===== src/hw/rtl/postfix_expression_evaluator_assert.svh =====
// Assertion macros for the postfix evaluator.
// Used by the top level only; no dependencies.
`ifndef POSTFIX_EXPRESSION_EVALUATOR_ASSERT_SVH
`define POSTFIX_EXPRESSION_EVALUATOR_ASSERT_SVH
// Implication checked on every clock edge outside reset.
`define PEE_ASSERT_IMP(label, clk, rst_n, ante, cons) \
  label: assert property (@(posedge clk) disable iff (!rst_n) (ante) |-> (cons)) \
    else $error("assertion failed");
// Implication whose consequent is checked in the next cycle.
`define PEE_ASSERT_NEXT(label, clk, rst_n, ante, cons) \
  label: assert property (@(posedge clk) disable iff (!rst_n) (ante) |=> (cons)) \
    else $error("assertion failed");
`endif


===== src/hw/rtl/pee_pkg.sv =====
// Package for the postfix evaluator: character codes and controller/datapath commands.
// No dependencies.
package pee_pkg;
  localparam logic [7:0] CharZero   = 8'h30;
  localparam logic [7:0] CharNine   = 8'h39;
  localparam logic [7:0] CharPlus   = 8'h2B;
  localparam logic [7:0] CharMinus  = 8'h2D;
  localparam logic [7:0] CharStar   = 8'h2A;
  localparam logic [7:0] CharSlash  = 8'h2F;
  localparam logic [7:0] CharCaret  = 8'h5E;
  localparam logic [7:0] CharPct    = 8'h25;

  typedef enum logic [2:0] {
    OpAdd, OpSub, OpMul, OpDiv, OpMod, OpPow
  } op_e;

  // Commands from controller to datapath.
  typedef struct packed {
    logic load_in;     // capture the incoming character
    logic push_digit;  // push the digit of the held character
    logic rd_right;    // pop right operand (issue memory read)
    logic lat_right;   // latch read data as right operand
    logic rd_left;     // pop left operand
    logic lat_left;    // latch read data as left operand
    logic start_alu;   // start the iterative unit
    logic push_res;    // push the unit result
    logic rd_top;      // read top of stack for output
    logic emit;        // load output register, clear stack and flags
  } cmd_t;

  // Status from datapath to controller.
  typedef struct packed {
    logic is_digit;
    logic is_op;
    logic last;
    logic alu_done;
  } sts_t;
endpackage


===== src/hw/rtl/pee_ctrl.sv =====
// Controller state machine for the postfix evaluator.
// Depends on pee_pkg.
module pee_ctrl import pee_pkg::*; (
  input  logic clk_i,
  input  logic rst_ni,
  input  logic in_valid_i,
  output logic in_ready_o,
  output logic out_valid_o,
  input  logic out_ready_i,
  input  sts_t sts_i,
  output cmd_t cmd_o
);
  typedef enum logic [3:0] {
    SIdle, SDecode, SRdRight, SRdLeft, SLatLeft, SStart, SWait, SRdTop, SEmit
  } state_e;
  state_e state_q;
  logic ovalid_q;

  assign in_ready_o  = (state_q == SIdle);
  assign out_valid_o = ovalid_q;

  always_comb begin
    cmd_o = '0;
    unique case (state_q)
      SIdle:    cmd_o.load_in = in_valid_i;
      SDecode: begin
        cmd_o.push_digit = sts_i.is_digit;
        cmd_o.rd_right = sts_i.is_op;
        cmd_o.rd_top = !sts_i.is_op && sts_i.last && !sts_i.is_digit;
      end
      SRdRight: begin cmd_o.lat_right = 1'b1; cmd_o.rd_left = 1'b1; end
      SRdLeft:  cmd_o.lat_left = 1'b1;
      SLatLeft: cmd_o.start_alu = 1'b1;
      SStart:   ;
      SWait:    cmd_o.push_res = sts_i.alu_done;
      SRdTop:   cmd_o.rd_top = 1'b1;
      SEmit:    cmd_o.emit = !ovalid_q || out_ready_i;
      default:  ;
    endcase
  end

  always_ff @(posedge clk_i or negedge rst_ni) begin
    if (!rst_ni) begin
      state_q  <= SIdle;
      ovalid_q <= 1'b0;
    end else begin
      if (ovalid_q && out_ready_i) ovalid_q <= 1'b0;
      unique case (state_q)
        SIdle: if (in_valid_i) state_q <= SDecode;
        SDecode: begin
          if (sts_i.is_op) state_q <= SRdRight;
          else if (sts_i.last && sts_i.is_digit) state_q <= SRdTop;
          else if (sts_i.last) state_q <= SEmit;
          else state_q <= SIdle;
        end
        SRdRight: state_q <= SRdLeft;
        SRdLeft:  state_q <= SLatLeft;
        SLatLeft: state_q <= SWait;
        SStart:   state_q <= SWait;
        SWait: begin
          if (sts_i.alu_done) state_q <= sts_i.last ? SRdTop : SIdle;
        end
        SRdTop: state_q <= SEmit;
        SEmit: begin
          if (!ovalid_q || out_ready_i) begin
            ovalid_q <= 1'b1;
            state_q  <= SIdle;
          end
        end
        default: state_q <= SIdle;
      endcase
    end
  end
endmodule


===== config.mk =====
export PLATFORM = sky130hd
export DESIGN_NAME = pee_ctrl
export DESIGN_NICKNAME = d
export VERILOG_FILES = /design/src/hw/rtl/postfix_expression_evaluator_assert.svh /design/src/hw/rtl/pee_pkg.sv /design/src/hw/rtl/pee_ctrl.sv
export SDC_FILE = /design/constraint.sdc
export NUM_CORES = 1
export LEC_CHECK = 0
export BUFFER_PORTS_ARGS = -buffer_cell sky130_fd_sc_hd__buf_2
export CAP_MARGIN = 20
export CORE_AREA = 2 2 39 41
export CTS_CLUSTER_SIZE = 28
export DETAILED_ROUTE_END_ITERATION = 10
export DIE_AREA = 0 0 41 43
export GPL_ROUTABILITY_DRIVEN = 0
export SLEW_MARGIN = 20
export SYNTH_ARGS = -nofsm -noshare
export SYNTH_HDL_FRONTEND = slang
export SYNTH_SLANG_ARGS = --single-unit

===== constraint.sdc =====
create_clock -name clk_i -period 1.53 [get_ports clk_i]
set_input_delay 0.306 -clock clk_i [delete_from_list [all_inputs] [get_ports clk_i]]
set_output_delay 0.306 -clock clk_i [all_outputs]
set_load 0.01 [all_outputs]

* Word level (Yosys, flattened, before mapping) *
Cells that the tools add are included.

word-level totals
  register bits after elaboration = 5
  output and inout port bits = 12

operators by class
  eq/ne operators = 11
  multiplexer cells = 19
  reductions and logical operators = 11

operators by type and width
  operator            number
  $pmux 4 s8          1
  $mux 4              6
  $eq 4x3->1 const B  4
  $eq 4x2->1 const B  2
  $mux 1              8
  $ne 2x2->1 const B  3
  $eq 4x1->1 const B  1
  $eq 4x4->1 const B  1
  $logic_and 1x1->1   4
  $logic_not 4->1     1
  $mux 2              2
  $logic_not 1->1     3
  $mux 3              1
  $reduce_and 3->1    1
  $pmux 1 s2          1
  $reduce_or 2->1     1
  $logic_or 1x1->1    1

* Longest topological paths before layout *
Gate-level depths: netlist of run 1.

  depth in word-level cells = 4
  depth in mapped cells = 5

* Worst setup path after synthesis of run 1 *
No wires, ideal clock.

  kind = reg2out
  from = reg state_q[2]
  to = out cmd_o[9] (netlist bit)
  data arrival time = 1289 ps
  required time = 1224 ps
  setup slack = -65 ps
  stages on the path, launching flop included = 4
  path through = dfrtp_1 -> buf_4 -> nor4_1 -> and2_1

RTL lines
  element                 RTL line        source
  start, declared         pee_ctrl.sv:16  state_e state_q;
  start signal, assigned  pee_ctrl.sv:44  state_q <= SIdle;
  start signal, assigned  pee_ctrl.sv:49  SIdle: if (in_valid_i) state_q <= SDecode;
  start signal, assigned  pee_ctrl.sv:51  if (sts_i.is_op) state_q <= SRdRight;
  end, declared           pee_ctrl.sv:11  output cmd_t cmd_o

==> impl_summary.log, run 1 <==
INFO  metric clkPwrFrac = 10.4%
INFO  metric synthesis.nets = 63
INFO  metric final.hold.worst_slack = 0.290 ns
INFO  metric cts_root_buffer = sky130_fd_sc_hd__clkbuf_4
INFO  metric die_y = 43 µm
INFO  metric drc = 0
INFO  metric grt_pass1_wl = 1970 µm
INFO  metric cell_area_after_technology_mapping = 455 µm²
INFO  metric rr_startpoint = state_q[2]$_DFFE_PN0P_
INFO  metric antennaDiodeCount = 0
INFO  metric synth_top_cells_by_area = sky130_fd_sc_hd__dfrtp_1 (27%), sky130_fd_sc_hd__nor3_1 (5.5%), sky130_fd_sc_hd__buf_4 (4.9%)
INFO  metric max_stage_delay = 0.37 ns
INFO  metric crit_path_max_fanout = 10
INFO  metric floorplan.rows = 14
INFO  metric worst_tran_pin_value = 0.265 ns
INFO  metric vias_per_cell = 5.07
INFO  metric drt_pass1_iterations = 3
INFO  metric timing.critical_path.from_type = flop
INFO  metric num-nets-final = 97
INFO  metric ys_warn_count = 0
INFO  metric hold_path.class = in -> reg
INFO  metric timing.critical_path.from = state_q[1]$_DFFE_PN0P_
INFO  metric achievable-frequency = 587 MHz
INFO  metric critPathSlowestCell = sky130_fd_sc_hd__dfrtp_1
INFO  metric cts.clk_slew.worst_paths = 0.05 ns
INFO  metric mean_instance_size_in_the_synthesized_netlist = 8.28 µm²
INFO  metric drt-initial-drc-count = 11
INFO  metric worst-endpoint-arrival = 1.40 ns
INFO  metric min-delay-start = out_ready_i
INFO  metric grt_start_max_net_pins = 11
INFO  metric maxCapViolations = 0
INFO  metric layout-drive-gt1-share = 59.1%
INFO  metric power_density = 1930 mW/mm²
INFO  metric critical-path-top-delay-family = flip-flops
INFO  metric setup_viol = 11
INFO  metric timing.reg2reg.worst_path_depth = 7
INFO  metric fin_crit_sh = 111%
INFO  metric ys_async_sr_fraction = 100%
INFO  metric max_slew_margin = 82.2%
INFO  metric numPortBuffers = 19
INFO  metric antenna_violations_before_repair = 0
INFO  metric finalClockSkew = 0.00916 ns
INFO  metric ant_nets = 0
INFO  metric count_of_pins_over_their_slew_limit = 0
INFO  metric cts_htree_levels = 1
INFO  metric final_common_cell = sky130_fd_sc_hd__buf_2
INFO  metric synthToLayoutAreaGrowth = 69.2%
INFO  metric number_of_enable_type_register_cells_in_the_synthesized_netlist = 0
INFO  metric unique_masters_post_synth = 28
INFO  metric critical_path_required = 1.22 ns
INFO  metric r2r-end = state_q[1]$_DFFE_PN0P_
INFO  metric die_area = 0.00176 mm²
INFO  metric endpoint = cmd_o[1]
INFO  metric violations = setup timing
INFO  metric setup.reg_to_reg.worst_slack = 0.08 ns
INFO  metric via_count_of_the_first_global_routing_pass = 469
INFO  metric core-area = 0.00138 mm²
INFO  metric yosys_register_bits = 5
INFO  metric cell_internal_power = 0.000827 W
INFO  metric cp_num_buf_inv = 2
INFO  metric worstSkewPairLatency = 0.25 ns
INFO  metric io_pins = 20
INFO  metric power_leakage = 0.367 nW
INFO  metric grt_setup_unrepaired = yes
INFO  metric yosysSeqAreaShare = 27.5%
INFO  metric post-route-worst-setup-slack = -0.173 ns
INFO  metric timing.final.crit_period = 1.70 ns
INFO  metric post-dp-hpwl = 854 µm
INFO  metric routed-via-count = 527
INFO  metric tritoncts.num_buffers = 3
INFO  metric detail_route.wl_per_cell = 12.6 µm
INFO  metric run_status = complete, but fails checks
INFO  metric critical_path_cell_count = 5
INFO  metric power_frac_seq = 15.2%
INFO  metric gr-usage-all-layers = 16.8%
INFO  metric final-hold-violation-count = 0
INFO  metric fp.dieW = 41 µm
INFO  metric ys.flop_type = sky130_fd_sc_hd__dfrtp_1
INFO  metric setup.worst_path.class = reg -> out
INFO  metric switching_power = 0.000660 W
INFO  metric yosysTopAreaCellShare = 27.5%
INFO  metric peak_supply_drop = 0.723 mV
INFO  metric combinationalPowerShare = 74.4%
INFO  metric start_util = 32.9%
INFO  metric dpl_cell_area = 599 µm²
INFO  metric wl = 1320 µm
INFO  metric crit_chain = buf_4, nor3b_2, a21oi_1, nor3b_2, buf_2
INFO  metric most-common-layout-cells = sky130_fd_sc_hd__buf_2 (19), sky130_fd_sc_hd__buf_4 (8), sky130_fd_sc_hd__dfrtp_1 (5), sky130_fd_sc_hd__buf_6 (5), sky130_fd_sc_hd__nand2_1 (4)
INFO  metric tritoncts_num_sinks = 5
INFO  metric setup_total_negative_slack = -1.04 ns
INFO  metric final_area = 771 µm²
INFO  metric netSwitchingFraction = 44.4%
INFO  metric cts_tree = built
INFO  metric worst_path_most_repeated_cell = sky130_fd_sc_hd__nor3b_2
INFO  metric grt_remaining_overflow = 0
INFO  metric synth_cells = 55
INFO  metric clock_path_buffers = 2
INFO  metric cp-end-kind = output pin
INFO  metric fillerInstances = 121
INFO  metric yosys.area.top_type = sky130_fd_sc_hd__dfrtp_1
==> how the worst min path moves through the flow <==
stage,end,slack (ns),cells past startpoint
after CTS,out_valid_o$_DFF_PN0_,0.28,2
after detailed placement,out_valid_o$_DFF_PN0_,0.13,1
after floorplan,out_valid_o$_DFF_PN0_,0.01,0
final,out_valid_o$_DFF_PN0_,0.29,2
after global routing,out_valid_o$_DFF_PN0_,0.30,2
after global placement,state_q[3]$_DFFE_PN0P_,0.12,1
==> registers in the layout, indices dropped and copies added, names as in the netlist <==
name and flops:
out_valid_o 1, state_q 4
==> per-layer routing <==
layer,global-route usage [%],part of all wire (%),vias up
met5,0,0,-
met4,4.00,0,0
met3,7.85,5.7,0
met2,25.3,54,18
met1,21.0,41,239
li1,-,-,270
==> cells in the mapped netlist, types with 3 or more instances <==
cell type	n
sky130_fd_sc_hd__inv_1	3
sky130_fd_sc_hd__nand2_1	5
sky130_fd_sc_hd__buf_4	3
sky130_fd_sc_hd__a21oi_1	3
sky130_fd_sc_hd__and2_1	3
sky130_fd_sc_hd__nor3_1	5
sky130_fd_sc_hd__dfrtp_1	5
==> layout make-up <==
type,count,area (µm²),area share [%]
multi-input combinational,41,348,45.1
tap,16,20.0,2.60
clock buffer,4,26.3,3.41
inverter,4,15.0,1.95
sequential,5,125,16.2
timing repair buffer,34,236,30.7
==> stage by stage <==
step                      utilization, %  std cells  power (W)  worst slack (ns)
after floorplan                        -         55   0.000786            0.0448
after global placement              43.3         94   0.000993            0.0331
after detailed placement            43.3         94   0.000999          -0.00222
after CTS                           54.2        103    0.00143            -0.172
after global routing                55.7        104    0.00160            -0.279
final                               55.7        104    0.00149            -0.173
==> power groups by stage <==
stage	clock network [W]	logic (W)	registers, W
2_1_floorplan	0	0.000536	0.000251
3_3_place_gp	0	0.000771	0.000222
3_5_place_dp	0	0.000777	0.000222
4_1_cts	0.000161	0.00104	0.000225
5_1_grt	0.000170	0.00120	0.000232
6_report	0.000154	0.00111	0.000226
==> kinds of logic after synthesis <==
family | after synthesis | synth area share (%)
compound gates | 12 | 16.5
buf+inv | 9 | 13.2
flops | 5 | 27.5
simple gates | 29 | 42.9
==> timing repair <==
action / in CTS / in global routing
resized for setup: 17 / 3
buffers inserted: 4 / 1
gates cloned: 0 / 0
hold buffers: 1 / 0
endpoints found under the setup margin: 11 / 11
pin swaps: 4 / 5
hold endpoints to repair: 5 / 0
(Power assumes the default switching activity.)
==> run 2: changes to the inputs <==
clock period = 2 ns   (was 1.53 ns; I/O delays follow)
==> impl_summary.log, run 2 (synthesis gave the netlist of run 1 again) <==
INFO  metric run_status = completed
INFO  metric grt_start_max_net_pins = 16
INFO  metric power_density = 1410 mW/mm²
INFO  metric final_area = 599 µm²
INFO  metric antennaDiodeCount = 0
INFO  metric routed-via-count = 501
INFO  metric hold_path.class = in -> reg
INFO  metric rr_startpoint = state_q[1]$_DFFE_PN0P_
INFO  metric ant_nets = 0
INFO  metric power_leakage = 0.294 nW
INFO  metric worst-endpoint-arrival = 1.43 ns
INFO  metric core-area = 0.00138 mm²
INFO  metric endpoint = cmd_o[0]
INFO  metric gr-usage-all-layers = 14.0%
INFO  metric tritoncts.num_buffers = 3
INFO  metric drc = 0
INFO  metric numPlacedInstances = 90
INFO  metric tritoncts_num_sinks = 5
INFO  metric setup.reg_to_reg.worst_slack = 0.65 ns
INFO  metric cts.repair.resized = 0
INFO  metric fp.dieW = 41 µm
INFO  metric grt_pass1_wl = 1650 µm
INFO  metric synthToLayoutAreaGrowth = 31.6%
INFO  metric largest_reg_flops = 4
INFO  metric fin_crit_sh = 91.6%
INFO  metric grt_setup_unrepaired = no
INFO  metric setup.worst_path.class = reg -> out
INFO  metric post-route-worst-setup-slack = 0.169 ns
INFO  metric peak_supply_drop = 0.541 mV
INFO  metric setup_total_negative_slack = 0 ns
INFO  metric cp-end-kind = output pin
INFO  metric die_area = 0.00176 mm²
INFO  metric final_cell_count_no_fill = 95
INFO  metric critical_path_required = 1.60 ns
INFO  metric dpl_cell_area = 563 µm²
INFO  metric timing.reg2reg.worst_path_depth = 4
INFO  metric timing.final.crit_period = 1.83 ns
INFO  metric setup_viol = 0
INFO  metric cts.clk_slew.worst_paths = 0.04 ns
INFO  metric start_util = 32.9%
INFO  metric wl = 1100 µm
INFO  metric timing.critical_path.from = state_q[1]$_DFFE_PN0P_
INFO  metric layout-drive-gt1-share = 40.5%
INFO  metric worst_tran_pin_value = 0.300 ns
INFO  metric num-nets-final = 88
INFO  metric finalClockSkew = 0.00216 ns
INFO  metric count_of_pins_over_their_slew_limit = 0
INFO  metric max_slew_margin = 79.8%
INFO  metric worstSkewPairLatency = 0.24 ns
INFO  metric final-hold-violation-count = 0
INFO  metric via_count_of_the_first_global_routing_pass = 398
INFO  metric drt_pass1_iterations = 4
INFO  metric crit_path_max_fanout = 3
INFO  metric clock_path_buffers = 2
INFO  metric cts_htree_levels = 1
INFO  metric r2r-end = state_q[0]$_DFFE_PN0P_
INFO  metric grt_remaining_overflow = 0
INFO  metric postCtsSetupBuffers = 0
INFO  metric die_y = 43 µm
INFO  metric drt-initial-drc-count = 9
INFO  metric cts_tree = built
INFO  metric vias_per_cell = 5.27
INFO  metric detail_route.wl_per_cell = 11.5 µm
INFO  metric maxCapViolations = 0
INFO  metric most-common-layout-cells = sky130_fd_sc_hd__buf_2 (19), sky130_fd_sc_hd__nor3_1 (5), sky130_fd_sc_hd__nand2_1 (5), sky130_fd_sc_hd__dfrtp_1 (5), sky130_fd_sc_hd__buf_4 (5)
INFO  metric floorplan.rows = 14
INFO  metric timing.critical_path.from_type = flop
INFO  metric antenna_violations_before_repair = 0
INFO  metric io_pins = 20
INFO  metric final_common_cell = sky130_fd_sc_hd__buf_2
INFO  metric regMostFlops = state_q
INFO  metric numPortBuffers = 19
INFO  metric post-dp-hpwl = 866 µm
INFO  metric report.power.total = 0.000845 W
INFO  metric achievable-frequency = 546 MHz
INFO  metric pre_cts_slack = 0.274 ns
INFO  metric cts_root_buffer = sky130_fd_sc_hd__clkbuf_4
[run 2: cell count changes in the layout (fill, tap and decap cells not counted), sizes merged]
cell	change
buf	-9
[run 2: worst min-delay path by stage]
stage	start	endpoint	cells past startpoint
after floorplan	rst_ni	out_valid_o$_DFF_PN0_	0
after global routing	out_ready_i	out_valid_o$_DFF_PN0_	2
after CTS	out_ready_i	out_valid_o$_DFF_PN0_	2
after detailed placement	rst_ni	out_valid_o$_DFF_PN0_	1
after global placement	rst_ni	state_q[3]$_DFFE_PN0P_	1
final	out_ready_i	out_valid_o$_DFF_PN0_	2
[run 2: final cells by class]
class / count / area (µm²)
clock buffer: 4 / 26.3
sequential: 5 / 125
timing repair buffer: 25 / 143
inverter: 4 / 15.0
tap: 16 / 20.0
fill: 141 / 785
multi-input combinational: 41 / 270
[run 2: power by group]
| group | internal (W) | total [W] | switching [W] |
|---|---|---|---|
| Clock | 0.0000753 | 0.000115 | 0.0000394 |
| Sequential | 0.000144 | 0.000174 | 0.0000305 |
| Combinational | 0.000246 | 0.000556 | 0.000311 |
| Total | 0.000465 | 0.000845 | 0.000381 |
[run 2: repair_timing]
item                                   4_1_cts  5_1_grt
setup endpoints to repair                    0        0
endpoints found under the hold margin        5        0
hold buffers                                 1        0
[run 2: layer usage]
layer  part of all wire (%)  track usage, %  routed length, µm  vias to the layer above
li1                       -               -                  -                      252
met5                      0               0                  0                        -
met1                     46            17.9                500                      228
met2                     47            20.6                511                       19
met4                   0.27            4.00                  3                        0
met3                    7.2            6.28                 79                        2
[run 2: critical path: stages (launching register included)]
cell                      delay, ns
sky130_fd_sc_hd__dfrtp_1       0.39
sky130_fd_sc_hd__or4_1         0.54
sky130_fd_sc_hd__a21oi_1       0.13
sky130_fd_sc_hd__buf_2         0.14
[run 2: per-stage QoR]
| step | utilization, % | hold slack, ns |
|---|---|---|
| finish | 43.3 | 0.397 |
| detailed placement | 40.7 | 0.223 |
| global placement | 40.7 | 0.219 |
| floorplan | - | 0.104 |
| global route | 43.3 | 0.410 |
| CTS | 43.3 | 0.390 |
==> run 3: changes to the inputs <==
BUFFER_PORTS_ARGS = default   (was -buffer_cell sky130_fd_sc_hd__buf_2)
DONT_BUFFER_PORTS = 1   (was default)
SLEW_MARGIN = 5   (was 20)
==> impl_summary.log, run 3 (synthesis gave the netlist of run 1 again) <==
INFO  metric power_frac_seq = 22.8%
INFO  metric drc = 0
INFO  metric regMostFlops = state_q
INFO  metric hold_path.class = in -> reg
INFO  metric antenna_violations_before_repair = 0
INFO  metric drt_pass1_iterations = 4
INFO  metric maxCapViolations = 0
INFO  metric numPlacedInstances = 71
INFO  metric gr-usage-all-layers = 12.7%
INFO  metric worst-endpoint-arrival = 1.44 ns
INFO  metric critical_path_required = 1.60 ns
INFO  metric cp-end-kind = output pin
INFO  metric synthToLayoutAreaGrowth = 11.0%
INFO  metric fp.dieW = 41 µm
INFO  metric max_slew_margin = 74.5%
INFO  metric timing.critical_path.from_type = flop
INFO  metric grt_remaining_overflow = 0
INFO  metric die_area = 0.00176 mm²
INFO  metric final-hold-violation-count = 0
INFO  metric cts.clk_slew.worst_paths = 0.04 ns
INFO  metric final.hold.worst_slack = 0.265 ns
INFO  metric io_pins = 20
INFO  metric start_util = 32.9%
INFO  metric detail_route.wl_per_cell = 12.4 µm
INFO  metric antennaDiodeCount = 0
INFO  metric vias_per_cell = 5.41
INFO  metric floorplan.rows = 14
INFO  metric routed-via-count = 411
INFO  metric run_status = completed
INFO  metric post-dp-hpwl = 693 µm
INFO  metric clkPwrFrac = 14.9%
INFO  metric count_of_pins_over_their_slew_limit = 0
INFO  metric setup.reg_to_reg.worst_slack = 0.64 ns
INFO  metric ant_nets = 0
INFO  metric cts_htree_levels = 1
INFO  metric netSwitchingFraction = 45.9%
INFO  metric post-route-worst-setup-slack = 0.159 ns
INFO  metric most-common-layout-cells = sky130_fd_sc_hd__nor3_1 (5), sky130_fd_sc_hd__nand2_1 (5), sky130_fd_sc_hd__buf_4 (5)
INFO  metric tritoncts.num_buffers = 3
INFO  metric layout-drive-gt1-share = 23.3%
INFO  metric cts_tree = built
INFO  metric peak_supply_drop = 0.538 mV
INFO  metric crit_path_max_fanout = 8
INFO  metric tritoncts_num_sinks = 5
INFO  metric final_cell_count_no_fill = 76
INFO  metric grt_setup_unrepaired = no
INFO  metric combinationalPowerShare = 62.2%
INFO  metric clock_path_buffers = 2
INFO  metric power_density = 1530 mW/mm²
INFO  metric power_leakage = 0.201 nW
INFO  metric drt-initial-drc-count = 11
INFO  metric core-area = 0.00138 mm²
INFO  metric setup_total_negative_slack = 0 ns
INFO  metric num-nets-final = 69
INFO  metric setup_viol = 0
INFO  metric wl = 943 µm
INFO  metric pre_cts_slack = 0.319 ns
INFO  metric achievable-frequency = 543 MHz
INFO  metric largest_reg_flops = 4
INFO  metric cell_internal_power = 0.000418 W
INFO  metric timing.final.crit_period = 1.84 ns
INFO  metric setup.worst_path.class = reg -> out
INFO  metric postCtsSetupBuffers = 0
INFO  metric fin_util = 36.5%
INFO  metric die_y = 43 µm
INFO  metric fin_crit_sh = 92.0%
INFO  metric finalClockSkew = 0.00378 ns
INFO  metric grt_start_max_net_pins = 16
INFO  metric numPortBuffers = 0
INFO  metric worstSkewPairLatency = 0.24 ns
INFO  metric via_count_of_the_first_global_routing_pass = 316
INFO  metric cts_root_buffer = sky130_fd_sc_hd__clkbuf_4
INFO  metric grt_pass1_wl = 1390 µm
INFO  metric worst_tran_pin_value = 0.382 ns
INFO  metric switching_power = 0.000356 W
[run 3: cell types whose count changed in the layout (fill, tap and decap cells not counted)]
cell,delta
sky130_fd_sc_hd__buf_2,-19
sky130_fd_sc_hd__dfrtp_1,-1
sky130_fd_sc_hd__dfrtp_2,+1
[run 3: layer usage]
layer | global-route usage, % | wire, µm | vias to the layer above
met5 | 0 | 0 | -
met4 | 6.00 | 0 | 0
met3 | 9.95 | 87 | 0
met2 | 14.7 | 408 | 16
met1 | 16.6 | 446 | 181
li1 | - | - | 214
[run 3: worst paths after layout]
check | to | cells after the start | start
setup / recovery | cmd_o[0] | 3 | state_q[3]$_DFFE_PN0P_
hold / removal | out_valid_o$_DFF_PN0_ | 1 | out_ready_i
setup reg to reg | state_q[2]$_DFFE_PN0P_ | 5 | state_q[1]$_DFFE_PN0P_
hold reg to reg | out_valid_o$_DFF_PN0_ | 2 | state_q[2]$_DFFE_PN0P_
max in group asynchronous | state_q[3]$_DFFE_PN0P_ | 1 | rst_ni
min in group asynchronous | out_valid_o$_DFF_PN0_ | 1 | rst_ni
[run 3: final cells by class]
cell class,instances,area (µm²)
Clock buffer,4,26.3
Sequential cell,5,126
Fill cell,146,878
Tap cell,16,20.0
Inverter,4,15.0
Multi-Input combinational cell,41,270
Timing Repair Buffer,6,47.5
[run 3: worst max-delay path: stages (launching register included)]
cell	delay, ns
sky130_fd_sc_hd__dfrtp_2	0.44
sky130_fd_sc_hd__inv_2	0.09
sky130_fd_sc_hd__or4_1	0.42
sky130_fd_sc_hd__a21oi_1	0.24
[run 3: repair_timing]
action	in CTS	in global routing
gates resized for setup	0	1
endpoints found under the hold margin	5	0
endpoints found under the setup margin	0	1
hold buffers	1	0
[run 3: through the flow]
step | cell area (µm²) | total power (W)
6_report | 505 | 0.000774
5_1_grt | 505 | 0.000850
4_1_cts | 504 | 0.000776
3_5_place_dp | 468 | 0.000653
3_3_place_gp | 468 | 0.000651
2_1_floorplan | 455 | 0.000591
[run 3: power groups by stage]
stage | registers (W) | clock network, W | logic, W
floorplan | 0.000190 | 0 | 0.000402
global placement | 0.000179 | 0 | 0.000472
detailed placement | 0.000177 | 0 | 0.000476
CTS | 0.000176 | 0.000121 | 0.000480
global route | 0.000182 | 0.000129 | 0.000540
finish | 0.000177 | 0.000116 | 0.000482
